$ cat src/design/breath_envelope_generator_top_macros.svh
// Assertion helpers for the breath envelope generator.
`ifndef BREATH_ENVELOPE_GENERATOR_TOP_MACROS_SVH
`define BREATH_ENVELOPE_GENERATOR_TOP_MACROS_SVH

// Check a property on every rising clock edge, ignored while reset is held.
`define BEG_ASSERT(label, prop, msg) \
  label: assert property (@(posedge clk_i) disable iff (!rst_ni) (prop)) else $error(msg);

// Check that a condition implies a consequence in the same cycle.
`define BEG_ASSERT_IMP(label, ante, cons, msg) \
  label: assert property (@(posedge clk_i) disable iff (!rst_ni) (ante) |-> (cons)) \
    else $error(msg);

`endif

$ cat src/design/beg_pkg.sv
`default_nettype none
package beg_pkg;

  localparam int unsigned EnvFracBits = 8;
  localparam int unsigned LevelW      = 12;
  localparam int unsigned EnvW        = LevelW + EnvFracBits;
  localparam int unsigned ShiftW      = 5;
  localparam int unsigned CfgIdxW     = 3;
  localparam int unsigned CfgDataW    = 12;
  localparam int unsigned DivSteps    = 12;
  localparam int unsigned DivCntW     = 4;
  localparam int unsigned MulAW       = 16;
  localparam int unsigned MulBW       = 14;
  localparam int unsigned ProdW       = MulAW + MulBW;

  localparam logic [LevelW-1:0] LevelMax    = 12'd4095;
  localparam logic [13:0]       CurveThree  = 14'd12288;
  localparam logic [12:0]       FullScale   = 13'd4096;

  // Register indexes on the configuration port
  localparam logic [CfgIdxW-1:0] RegThreshold  = 3'd0;
  localparam logic [CfgIdxW-1:0] RegAtkFast    = 3'd1;
  localparam logic [CfgIdxW-1:0] RegAtkSlow    = 3'd2;
  localparam logic [CfgIdxW-1:0] RegRelMin     = 3'd3;
  localparam logic [CfgIdxW-1:0] RegRelMax     = 3'd4;
  localparam logic [CfgIdxW-1:0] RegRelTrim    = 3'd5;
  localparam logic [CfgIdxW-1:0] RegRelFloor   = 3'd6;
  localparam logic [CfgIdxW-1:0] RegEnvFloor   = 3'd7;

  typedef enum logic [3:0] {
    StIdle,
    StKnob,
    StDiv,
    StShape1,
    StShape2,
    StShape3,
    StShape4,
    StShape5,
    StAtk,
    StAtk2,
    StTrim,
    StRel,
    StRel2,
    StEnvAtk,
    StEnvRel,
    StDone
  } state_e;

endpackage
`default_nettype wire

$ cat src/design/breath_envelope_generator_top.sv
`default_nettype none
// Breath envelope generator: one input word is one control tick.
// Input stream (s_axis): main knob, CV offset, attack knob and gate level.
// Output stream (m_axis): envelope level, peak, effort and strike flag,
// exactly one output word per input word, in order.
// Configuration: write cfg_we_i with cfg_idx_i / cfg_data_i while idle;
// the register takes the value at that clock edge, no read-back.
// Datapath: one shared 16x14 signed multiplier, a one-bit-a-cycle
// restoring divider and a barrel shifter, stepped by a sequencer. A tick
// runs through up to 12 divider steps, five shaping steps, two attack
// steps and four release steps, and skips the divider and shaping steps
// when the knob is below threshold. s_axis_tready is high only while the
// sequencer is idle, so a new word is taken only after the previous tick
// is through its steps; the next word can be taken while the previous
// result still waits in the output register.
// Reset: envelope, peak, effort, gate history and output valid clear, and
// configuration registers return to their defaults.
// Stall: while m_axis_tready is low the result is held, and a finished
// tick waits in its last step until the output register frees up.
module breath_envelope_generator_top (
  input  wire logic        clk_i,
  input  wire logic        rst_ni,
  input  wire logic        s_axis_tvalid,
  output logic             s_axis_tready,
  // [11:0] main_knob, [24:12] cv_offset, [36:25] attack_knob, [37] gate_on
  input  wire logic [39:0] s_axis_tdata,
  output logic             m_axis_tvalid,
  input  wire logic        m_axis_tready,
  // [19:0] envelope_level, [31:20] peak_level, [43:32] effort_level,
  // [44] note_struck
  output logic [47:0]      m_axis_tdata,
  input  wire logic        cfg_we_i,
  input  wire logic [beg_pkg::CfgIdxW-1:0]  cfg_idx_i,
  input  wire logic [beg_pkg::CfgDataW-1:0] cfg_data_i
);

  localparam int unsigned LW = beg_pkg::LevelW;
  localparam int unsigned EW = beg_pkg::EnvW;
  localparam int unsigned SW = beg_pkg::ShiftW;
  localparam int unsigned PW = beg_pkg::ProdW;

  // Configuration registers
  logic [LW-1:0] thr_q, env_floor_q;
  logic [SW-1:0] atk_fast_q, atk_slow_q, rel_min_q, rel_max_q, rel_trim_q, rel_floor_q;

  always_ff @(posedge clk_i or negedge rst_ni) begin
    if (!rst_ni) begin
      thr_q       <= 12'd64;
      atk_fast_q  <= 5'd2;
      atk_slow_q  <= 5'd10;
      rel_min_q   <= 5'd6;
      rel_max_q   <= 5'd12;
      rel_trim_q  <= 5'd8;
      rel_floor_q <= 5'd3;
      env_floor_q <= 12'd1;
    end else if (cfg_we_i) begin
      case (cfg_idx_i)
        beg_pkg::RegThreshold: thr_q       <= cfg_data_i;
        beg_pkg::RegAtkFast:   atk_fast_q  <= cfg_data_i[SW-1:0];
        beg_pkg::RegAtkSlow:   atk_slow_q  <= cfg_data_i[SW-1:0];
        beg_pkg::RegRelMin:    rel_min_q   <= cfg_data_i[SW-1:0];
        beg_pkg::RegRelMax:    rel_max_q   <= cfg_data_i[SW-1:0];
        beg_pkg::RegRelTrim:   rel_trim_q  <= cfg_data_i[SW-1:0];
        beg_pkg::RegRelFloor:  rel_floor_q <= cfg_data_i[SW-1:0];
        beg_pkg::RegEnvFloor:  env_floor_q <= cfg_data_i;
        default: ;
      endcase
    end
  end

  beg_pkg::state_e state_q, state_d;

  // Latched input word
  logic [LW-1:0] main_q, atk_knob_q;
  logic [12:0]   cv_q;
  logic          gate_q;

  // Tick state and working registers
  logic [EW-1:0] acc_q, acc_d;
  logic [LW-1:0] peak_q, peak_d, effort_q, effort_d, knob_q, knob_d;
  logic [LW-1:0] rem_q, rem_d;
  logic [beg_pkg::DivCntW-1:0] cnt_q, cnt_d;
  logic [SW-1:0] atk_shift_q, atk_shift_d, trim_q, trim_d, rel_q, rel_d;
  logic          gate_prev_q, gate_prev_d, struck_q, struck_d;
  logic signed [PW-1:0] prod_q;
  logic          out_valid_q, out_valid_d;
  logic [47:0]   out_data_q, out_data_d;

  wire in_acc  = s_axis_tvalid && s_axis_tready;
  wire out_free = !out_valid_q || m_axis_tready;

  // Knob plus CV, clamped to the 12-bit range
  logic signed [14:0] sum_s;
  logic [LW-1:0]      knob_clamp;
  logic [LW-1:0]      den, above;
  always_comb begin
    sum_s = $signed({3'b000, main_q}) + $signed({{2{cv_q[12]}}, cv_q});
    if (sum_s[14])                 knob_clamp = '0;
    else if (sum_s[13:12] != 2'b0) knob_clamp = beg_pkg::LevelMax;
    else                           knob_clamp = sum_s[LW-1:0];
    den   = beg_pkg::LevelMax - thr_q;
    above = knob_clamp - thr_q;
  end

  // Shared multiplier: operands chosen by the step in hand
  logic signed [beg_pkg::MulAW-1:0] mul_a;
  logic signed [beg_pkg::MulBW-1:0] mul_b;
  always_comb begin
    mul_a = '0;
    mul_b = '0;
    case (state_q)
      beg_pkg::StShape1: begin
        mul_a = $signed({2'b00, beg_pkg::CurveThree - {1'b0, effort_q, 1'b0}});
        mul_b = $signed({2'b00, effort_q});
      end
      beg_pkg::StShape2: begin
        mul_a = $signed({4'b0000, effort_q});
        mul_b = $signed({1'b0, prod_q[24:12]});
      end
      beg_pkg::StShape4: begin
        mul_a = $signed({3'b000, beg_pkg::FullScale - {1'b0, peak_q}});
        mul_b = $signed({2'b00, peak_q});
      end
      beg_pkg::StAtk: begin
        mul_a = $signed({4'b0000, atk_knob_q});
        mul_b = $signed({{8{1'b0}}, 1'b0, atk_slow_q}) - $signed({{8{1'b0}}, 1'b0, atk_fast_q});
      end
      beg_pkg::StTrim: begin
        mul_a = $signed({3'b000, beg_pkg::FullScale - {1'b0, knob_q}});
        mul_b = $signed({{8{1'b0}}, 1'b0, rel_trim_q});
      end
      beg_pkg::StRel: begin
        mul_a = $signed({4'b0000, peak_q});
        mul_b = $signed({{8{1'b0}}, 1'b0, rel_max_q}) - $signed({{8{1'b0}}, 1'b0, rel_min_q});
      end
      default: ;
    endcase
  end

  always_ff @(posedge clk_i) begin
    prod_q <= mul_a * mul_b;
  end

  // Divider step
  logic [LW:0] rem_sh;
  logic        div_bit;
  always_comb begin
    rem_sh  = {rem_q, 1'b0};
    div_bit = (rem_sh >= {1'b0, den});
  end

  // Envelope step helpers
  logic [EW-1:0] target, diff_up, diff_dn, step_up, step_dn, step_rl, rel_new;
  logic [SW:0]   rel_lim;
  logic [SW-1:0] rel_raw;
  logic [12:0]   pk_sum;
  always_comb begin
    target  = {peak_q, {beg_pkg::EnvFracBits{1'b0}}};
    diff_up = target - acc_q;
    diff_dn = acc_q - target;
    step_up = diff_up >> atk_shift_q;
    step_dn = diff_dn >> atk_shift_q;
    step_rl = acc_q >> rel_q;
    if (step_up == '0) step_up = {{(EW-1){1'b0}}, 1'b1};
    if (step_dn == '0) step_dn = {{(EW-1){1'b0}}, 1'b1};
    if (step_rl == '0) step_rl = {{(EW-1){1'b0}}, 1'b1};
    rel_new = acc_q - step_rl;
    rel_raw = rel_min_q + prod_q[16:12];
    rel_lim = {1'b0, trim_q} + {1'b0, rel_floor_q};
    pk_sum  = {1'b0, peak_q} + {1'b0, prod_q[23:12]};
  end

  // Next state
  always_comb begin
    state_d = state_q;
    case (state_q)
      beg_pkg::StIdle:   if (in_acc) state_d = beg_pkg::StKnob;
      beg_pkg::StKnob: begin
        if (knob_clamp < thr_q)  state_d = beg_pkg::StAtk;
        else if (above == den)   state_d = beg_pkg::StShape1;
        else                     state_d = beg_pkg::StDiv;
      end
      beg_pkg::StDiv:
        if (cnt_q == 4'(beg_pkg::DivSteps - 1)) state_d = beg_pkg::StShape1;
      beg_pkg::StShape1: state_d = beg_pkg::StShape2;
      beg_pkg::StShape2: state_d = beg_pkg::StShape3;
      beg_pkg::StShape3: state_d = beg_pkg::StShape4;
      beg_pkg::StShape4: state_d = beg_pkg::StShape5;
      beg_pkg::StShape5: state_d = beg_pkg::StAtk;
      beg_pkg::StAtk:    state_d = beg_pkg::StAtk2;
      beg_pkg::StAtk2: begin
        if (gate_q)              state_d = beg_pkg::StEnvAtk;
        else if (acc_q != '0)    state_d = beg_pkg::StTrim;
        else                     state_d = beg_pkg::StDone;
      end
      beg_pkg::StTrim:   state_d = beg_pkg::StRel;
      beg_pkg::StRel:    state_d = beg_pkg::StRel2;
      beg_pkg::StRel2:   state_d = beg_pkg::StEnvRel;
      beg_pkg::StEnvAtk: state_d = beg_pkg::StDone;
      beg_pkg::StEnvRel: state_d = beg_pkg::StDone;
      beg_pkg::StDone:   if (out_free) state_d = beg_pkg::StIdle;
      default:           state_d = beg_pkg::StIdle;
    endcase
  end

  // Datapath updates per step
  always_comb begin
    acc_d       = acc_q;
    peak_d      = peak_q;
    effort_d    = effort_q;
    knob_d      = knob_q;
    rem_d       = rem_q;
    cnt_d       = cnt_q;
    atk_shift_d = atk_shift_q;
    trim_d      = trim_q;
    rel_d       = rel_q;
    gate_prev_d = gate_prev_q;
    struck_d    = struck_q;
    out_valid_d = out_valid_q && !m_axis_tready;
    out_data_d  = out_data_q;
    case (state_q)
      beg_pkg::StKnob: begin
        knob_d = knob_clamp;
        rem_d  = above;
        cnt_d  = '0;
        if (knob_clamp < thr_q) begin
          peak_d   = '0;
          effort_d = '0;
        end else if (above == den) begin
          effort_d = beg_pkg::LevelMax;
        end
      end
      beg_pkg::StDiv: begin
        rem_d    = div_bit ? LW'(rem_sh - {1'b0, den}) : rem_sh[LW-1:0];
        effort_d = {effort_q[LW-2:0], div_bit};
        cnt_d    = cnt_q + 4'd1;
      end
      beg_pkg::StShape3: peak_d = prod_q[23:12];
      beg_pkg::StShape5: peak_d = pk_sum[12] ? beg_pkg::LevelMax : pk_sum[LW-1:0];
      beg_pkg::StAtk2: begin
        atk_shift_d = atk_fast_q + prod_q[16:12];
        struck_d    = gate_q && !gate_prev_q;
        gate_prev_d = gate_q;
      end
      beg_pkg::StRel:  trim_d = prod_q[16:12];
      beg_pkg::StRel2: rel_d  = ({1'b0, rel_raw} > rel_lim) ? rel_raw - trim_q : rel_floor_q;
      beg_pkg::StEnvAtk: begin
        if (acc_q < target)      acc_d = acc_q + step_up;
        else if (acc_q > target) acc_d = acc_q - step_dn;
      end
      beg_pkg::StEnvRel: begin
        acc_d = (rel_new < {env_floor_q, {beg_pkg::EnvFracBits{1'b0}}}) ? '0 : rel_new;
      end
      beg_pkg::StDone: begin
        if (out_free) begin
          out_valid_d = 1'b1;
          out_data_d  = {3'b000, struck_q, effort_q, peak_q, acc_q};
        end
      end
      default: ;
    endcase
  end

  always_ff @(posedge clk_i or negedge rst_ni) begin
    if (!rst_ni) begin
      state_q     <= beg_pkg::StIdle;
      acc_q       <= '0;
      peak_q      <= '0;
      effort_q    <= '0;
      knob_q      <= '0;
      atk_shift_q <= 5'd2;
      gate_prev_q <= 1'b0;
      struck_q    <= 1'b0;
      out_valid_q <= 1'b0;
      cnt_q       <= '0;
    end else begin
      state_q     <= state_d;
      acc_q       <= acc_d;
      peak_q      <= peak_d;
      effort_q    <= effort_d;
      knob_q      <= knob_d;
      atk_shift_q <= atk_shift_d;
      gate_prev_q <= gate_prev_d;
      struck_q    <= struck_d;
      out_valid_q <= out_valid_d;
      cnt_q       <= cnt_d;
    end
  end

  // Payload registers: no reset needed
  always_ff @(posedge clk_i) begin
    rem_q      <= rem_d;
    trim_q     <= trim_d;
    rel_q      <= rel_d;
    out_data_q <= out_data_d;
    if (in_acc) begin
      main_q     <= s_axis_tdata[11:0];
      cv_q       <= s_axis_tdata[24:12];
      atk_knob_q <= s_axis_tdata[36:25];
      gate_q     <= s_axis_tdata[37];
    end
  end

  assign s_axis_tready = (state_q == beg_pkg::StIdle);
  assign m_axis_tvalid = out_valid_q;
  assign m_axis_tdata  = out_data_q;

`include "breath_envelope_generator_top_macros.svh"

  `BEG_ASSERT_IMP(a_busy_not_ready, state_q != beg_pkg::StIdle, !s_axis_tready, "ready while busy")
  `BEG_ASSERT_IMP(a_div_count, state_q == beg_pkg::StDiv, cnt_q < 4'(beg_pkg::DivSteps), "divider overrun")
  `BEG_ASSERT(a_acc_range, acc_q <= {beg_pkg::LevelMax, {beg_pkg::EnvFracBits{1'b0}}}, "envelope above full scale")

endmodule
`default_nettype wire

$ cat config.mk
export PLATFORM = sky130hd
export DESIGN_NAME = breath_envelope_generator_top
export DESIGN_NICKNAME = d
export VERILOG_FILES = /design/src/design/beg_pkg.sv /design/src/design/breath_envelope_generator_top.sv
export VERILOG_INCLUDE_DIRS = /design/src /design/src/design
export SDC_FILE = /design/constraint.sdc
export NUM_CORES = 1
export LEC_CHECK = 0
export BUFFER_PORTS_ARGS = -buffer_cell sky130_fd_sc_hd__buf_2
export CAP_MARGIN = 20
export CORE_AREA = 2 2 297 299
export DETAILED_ROUTE_END_ITERATION = 10
export DIE_AREA = 0 0 299 301
export GPL_TIMING_DRIVEN = 0
export SETUP_SLACK_MARGIN = 0.2
export SYNTH_ARGS = -nofsm -noshare
export SYNTH_HDL_FRONTEND = slang
export SYNTH_SLANG_ARGS = --single-unit
$ cat constraint.sdc
create_clock -name clk_i -period 10.2 [get_ports clk_i]
set_clock_uncertainty 0.1 [all_clocks]
set_input_delay 2.55 -clock clk_i [delete_from_list [all_inputs] [get_ports clk_i]]
set_output_delay 2.55 -clock clk_i [all_outputs]
set_load 0.05 [all_outputs]
==> run metrics, run 1 <==
initial antenna violation count=4; top post-synthesis cells by area=edfxtp_1 12%, fa_1 11%, ha_1 11%; xor/xnor share of the synthesized area=0.0539; global-route wire length before repair=136000 um; cells on worst reg2reg path=39; gr usage total=0.192; Slowest-stage cell, CP=fa_1; antenna violation net count after detailed routing=0; final setup margin=676 ps; Initial Util=0.308; max-cap violations=0; worst-path fanout max=10; Starting DRT DRC Count=2134; Clock Latency Late Sink=650 ps; I/O pin total=110; CTS Buf Count=31; Adder-Cell Fraction of Synth Area=0.226; CTS Hold Buffers Added=0; leading area contributor after synthesis=edfxtp_1; sequential element share of the synthesized area=0.247; compound-cell area share of the yosys netlist=0.181; Die Ht=301 um; synthesized netlist cell count=3002; clk root buf=clkbuf_16; endpoints failing setup=0; Post-route DRC=0; mux contribution to synthesized area=0.0630; Least-Margin Pin Slew=1100 ps; core region area=86500 um^2; slowest stage delay, CP=530 ps; Buffers & Inverters on Critical Path=10; Hold Startpoint=effort_q[2]$_DFFE_PN0P_; dominant synthesized flop cell=dfrtp_1; main combinational cell family by area after synthesis=adder cells; Mapped Area=26700 um^2; Worst Hold Class=flip-flop to flip-flop; Worst Hold Depth=0; DRT Wirelength=87600 um; global route total overflow=0; outcome=finished clean; Pins Over Slew Limit=0; number of cell rows=108; Placement Setup Slack=-592 ps; Setup crit start kind=flip-flop; Worst Path Required=10650 ps; FMAX=0.105 GHz; number of synthesized flops with an enable pin=105; CTS tree=yes; reg2reg start=state_q[2]$_DFFE_PN0P_; post-route clock period utilization=0.934; Die X=299 um; Mapped Avg Cell Area=8.88 um^2; HPWL after detailed placement=70000 um; top cell type's share of synthesized area=0.118; Worst Setup Path Type=flip-flop to flip-flop; relative slew slack=0.266; clock tree buffer depth=3; WHS=361 ps; Post-synth ARST share=0.516; IO Port Bufs=103; largest net degree at the start of global routing=82; gpl congestion=0.966; Seq cells post-synth=244; Yosys warning total=0; Worst R2R End=prod_q[24]$_DFF_P_; post-layout util=0.348; Final Hold Vio Count=0; Critical Path AT=9970 ps; Vias/cell=5.40; layout cell share with drive strength beyond 1=0.115; cell family with most CP delay=adder cells; RSZ-0062 raised after global routing=no; vias in the first global route=22800; CP Capture Type=flip-flop; Max H-tree Level=1; Clock Sinks=244; Worst R2R Setup Slack=680 ps; nets=3605; first-pass iteration count of the detailed router=8; crit path time final=9520 ps; per-cell routed wire length=20.2 um; hold path endpoint=m_axis_tdata[34]$_DFFE_PP_; Total Die Area=90000 um^2; Yosys cell types=104; vias=23400; clock transition at the registers of the reported paths=70 ps; Post-Synth Simple-Gate Area=0.162; Area growth syn-to-layout=12.8%
[cell type report]
class	instances	area (um^2)
Antenna cell	1	2.50
Buffer	147	609
Clock buffer	37	840
Clock inverter	21	320
Fill cell	8997	56400
Inverter	318	1190
Multi-Input combinational cell	2295	18400
Sequential cell	244	6580
Tap cell	1155	1450
Timing Repair Buffer	118	661
[per-stage QoR]
step | area (um^2) | TNS [ps] | instances
after floorplan | 26700 | 0 | 3004
after global placement | 28600 | -2080 | 4262
after detailed placement | 28800 | -1900 | 4273
after CTS | 30000 | 0 | 4331
after global routing | 30100 | 0 | 4335
final | 30100 | 0 | 4336
[worst max-delay path by stage]
stage / cells past startpoint / slack [ps] / start / endpoint
6_report: 39 / 680 / state_q[2]$_DFFE_PN0P_ / prod_q[24]$_DFF_P_
5_1_grt: 37 / 200 / state_q[2]$_DFFE_PN0P_ / prod_q[24]$_DFF_P_
4_1_cts: 37 / 210 / state_q[3]$_DFFE_PN0P_ / prod_q[24]$_DFF_P_
3_5_place_dp: 37 / -590 / state_q[2]$_DFFE_PN0P_ / prod_q[24]$_DFF_P_
3_3_place_gp: 37 / -600 / state_q[2]$_DFFE_PN0P_ / prod_q[24]$_DFF_P_
2_1_floorplan: 37 / 1180 / state_q[2]$_DFFE_PN0P_ / prod_q[23]$_DFF_P_
[synth_stat cells, types with 41 or more instances]
master,n
a211oi_1,41
mux2_2,63
nor2_1,284
o21ai_0,170
fa_1,153
ha_1,237
xor2_1,50
clkbuf_1,128
a21o_1,50
inv_1,313
nand2_1,237
xnor2_1,114
nor3_1,63
mux2i_1,46
edfxtp_1,105
nand3_1,51
nand2b_1,47
dfrtp_1,113
a21oi_1,150
[timing repair]
action,4_1_cts,5_1_grt
buffers inserted,0,2
endpoints found under the setup margin,8,7
pin swaps,0,2
cloned,0,0
gates resized for setup,12,37
[worst register-to-register path, delay by kind of cell (launching register included)]
| kind | cells | cell delay [ps] |
|---|---|---|
| compound gates | 10 | 2040 |
| xor+xnor | 2 | 320 |
| fa+ha+maj | 8 | 3530 |
| buf+inv | 10 | 1240 |
| flops | 1 | 360 |
| simple gates | 9 | 1850 |
[state kept, by name, indices dropped and copies added, names as in the netlist, 13 cells and up]
signal and cells:
m_axis_tdata 45, acc_q 20, cv_q 13, prod_q 13
[layer usage]
| layer | share of wire | vias up | GRT usage |
|---|---|---|---|
| met5 | 0.0013 | - | 0 |
| met4 | 0.032 | 8 | 0.0526 |
| met3 | 0.073 | 196 | 0.0321 |
| met2 | 0.45 | 881 | 0.311 |
| met1 | 0.44 | 11400 | 0.264 |
| li1 | - | 10900 | - |
[cell families (layout without fill, tap and decap cells)]
group | after synthesis | in the layout
AOI/OAI and AO/OA | 717 | 717
xor gates and xnor gates | 164 | 164
adders and majority gates | 390 | 390
buffers and inverters | 465 | 641
DFF | 244 | 244
muxes | 132 | 132
other | 1 | 4
and+or+nand+nor | 889 | 889
[layout by cell type, fill, tap and decap left out, drive strengths merged, types with 19 or more instances in the layout]
cell type / netlist / routed
a31oi: 20 / 20
nand3: 51 / 51
mux2i: 47 / 47
clkbuf: 128 / 164
mux2: 63 / 63
o21ai: 177 / 177
a221oi: 19 / 19
edfxtp: 105 / 105
inv: 315 / 320
dfrtp: 113 / 113
nand2b: 47 / 47
or2: 28 / 28
mux4: 22 / 22
a211oi: 41 / 41
xnor2: 114 / 114
a21oi: 151 / 151
fa: 153 / 153
nand2: 237 / 237
nand4: 23 / 23
a22oi: 25 / 25
nor2b: 37 / 37
ha: 237 / 237
xor2: 50 / 50
nor2: 285 / 285
buf: 19 / 138
nor3: 65 / 65
a21o: 50 / 50
o21a: 31 / 31
Power of run 1 is not shown: default switching activity piles up to over one toggle a cycle in this logic, so the estimate is an artifact.
==> run 2: changes to the inputs <==
Settings changed: CAP_MARGIN 20 to 0, CORE_AREA 2 2 297 299 to 2 2 266 333, DIE_AREA 0 0 299 301 to 0 0 268 335.
Clock period 10.2 ns to 11.65 ns, I/O delays scaled along.
==> run metrics, run 2 (same netlist as run 1, synthesis figures left out) <==
DRT met1 WL=35400 um (-8.6%); Vias/cell=5.34 (-1.1%); initial antenna violation count=1 (-3); setup TNS=0 ps (unchanged); number of cell rows=121 (+12%); DRT Wirelength=88500 um (+1.0%); CTS Hold Buffers Added=0 (unchanged); RSZ-0062 raised after global routing=no; Area growth syn-to-layout=11.5%; clock tree buffer depth=3 (unchanged); Initial Util=0.307 (-0.000947); Worst Hold Class=flip-flop to flip-flop; wire length on met2=43500 um (+10%); vias in the first global route=22900 (+0.18%); Die X=268 um (-10%); worst-path fanout max=10 (unchanged); Setup Buffers After CTS=0 (unchanged); post-route clock period utilization=0.909 (-0.0252); WL met3=4770 um (-26%); CTS Buf Count=31 (unchanged); Post-route DRC=0 (unchanged); Least-Margin Pin Slew=1330 ps (+226 ps); relative slew slack=0.110 (-0.156); vias=23200 (-1.0%); Pins Over Slew Limit=0 (unchanged); gpl congestion=0.991 (+2.6%); fill count=9004 (+0.078%); Worst Setup Path Type=flip-flop to flip-flop; Critical Path AT=11000 ps (+1030 ps); CP Capture Type=flip-flop; nets=3595 (-0.28%); Max H-tree Level=1 (unchanged); CTS tree=yes; antenna violation net count after detailed routing=0 (unchanged); outcome=finished clean; gr usage total=0.194 (+0.00261); global-route wire length before repair=134000 um (-1.1%); most frequent cells in the layout=313 x inv_1, 284 x nor2_1, 237 x nand2_1, 237 x ha_1, 170 x o21ai_0; I/O pin total=110 (unchanged); WHS=344 ps (-17.4 ps); top sig layer=met4; core region area=86700 um^2 (+0.31%); most common cell after layout, fill and taps aside=inv_1; max-cap violations=0 (unchanged); Buffers & Inverters on Critical Path=10 (unchanged); endpoints failing setup=0 (unchanged); crit path time final=10580 ps (+1060 ps); Final Hold Vio Count=0 (unchanged); clk root buf=clkbuf_16; Starting DRT DRC Count=1722 (-19%); Worst Path Required=12070 ps (+1420 ps); Slowest-stage cell, CP=a2111oi_1; Clock Sinks=244 (unchanged); HPWL after detailed placement=71300 um (+1.8%); global route total overflow=0 (unchanged); first-pass iteration count of the detailed router=8 (unchanged); cell family with most CP delay=adder cells; IO Port Bufs=103 (unchanged); Setup crit start kind=flip-flop; Die Ht=335 um (+11%); FMAX=0.0945 GHz (-10%); clock transition at the registers of the reported paths=60 ps (about the same); largest net degree at the start of global routing=94 (+15%); slowest stage delay, CP=690 ps (+160 ps); max reg flops=45 (unchanged); per-cell routed wire length=20.4 um (+0.96%); post-cts resize count=0 (-12); Total Die Area=89800 um^2 (-0.24%); Clock Latency Late Sink=600 ps (-50 ps); layout cell share with drive strength beyond 1=0.102 (-0.0132)
## run 2: cell count changes in the layout (fill, tap and decap cells not counted), moves of 3 or more
cell,before,now
buf_2,113,108
clkbuf_1,117,133
bufinv_16,7,1
buf_4,7,4
clkbuf_2,13,0
clkinv_2,6,9
buf_6,9,4
clkinv_1,3,8
a221oi_4,3,0
a221oi_1,13,18
## run 2: routing by layer
metal,GRT usage,up-vias
met5,0,-
met4,0.0944,0
met3,0.0242,232
met2,0.342,829
met1,0.233,11200
li1,-,10900
## run 2: stage by stage
step	std cells	area, um^2	worst slack, ps	util
floorplan	3004	26700	2630	-
global placement	4275	28700	755	0.330
global route	4338	29700	331	0.343
CTS	4338	29700	620	0.343
detailed placement	4280	28700	617	0.331
finish	4339	29700	1070	0.343
## run 2: layout make-up
type / count / area, um^2 / area share
repair buffers: 108 / 598 / 0.0201
diodes: 1 / 2.50 / 0.0000842
multi-input cells: 2295 / 18300 / 0.616
clock inverters: 20 / 148 / 0.00497
inverters: 318 / 1190 / 0.0401
plain buffers: 147 / 586 / 0.0197
clock buffers: 38 / 833 / 0.0280
well taps: 1168 / 1460 / 0.0492
flip-flops and latches: 244 / 6580 / 0.221
## run 2: path summary, 6_finish.rpt
path,endpoint,from,depth (start not counted),slack [ps]
worst min-delay path,m_axis_tdata[34]$_DFFE_PP_,effort_q[2]$_DFFE_PN0P_,0,340
worst max-delay path,prod_q[24]$_DFF_P_,state_q[2]$_DFFE_PN0P_,37,1070
worst min register to register,m_axis_tdata[34]$_DFFE_PP_,effort_q[2]$_DFFE_PN0P_,0,340
worst max register to register,prod_q[24]$_DFF_P_,state_q[2]$_DFFE_PN0P_,37,1070
max in group asynchronous,acc_q[5]$_DFFE_PN0P_,rst_ni,2,8520
min in group asynchronous,thr_q[4]$_DFFE_PN0P_,rst_ni,1,2110
Power of run 2 is left out for the same reason.
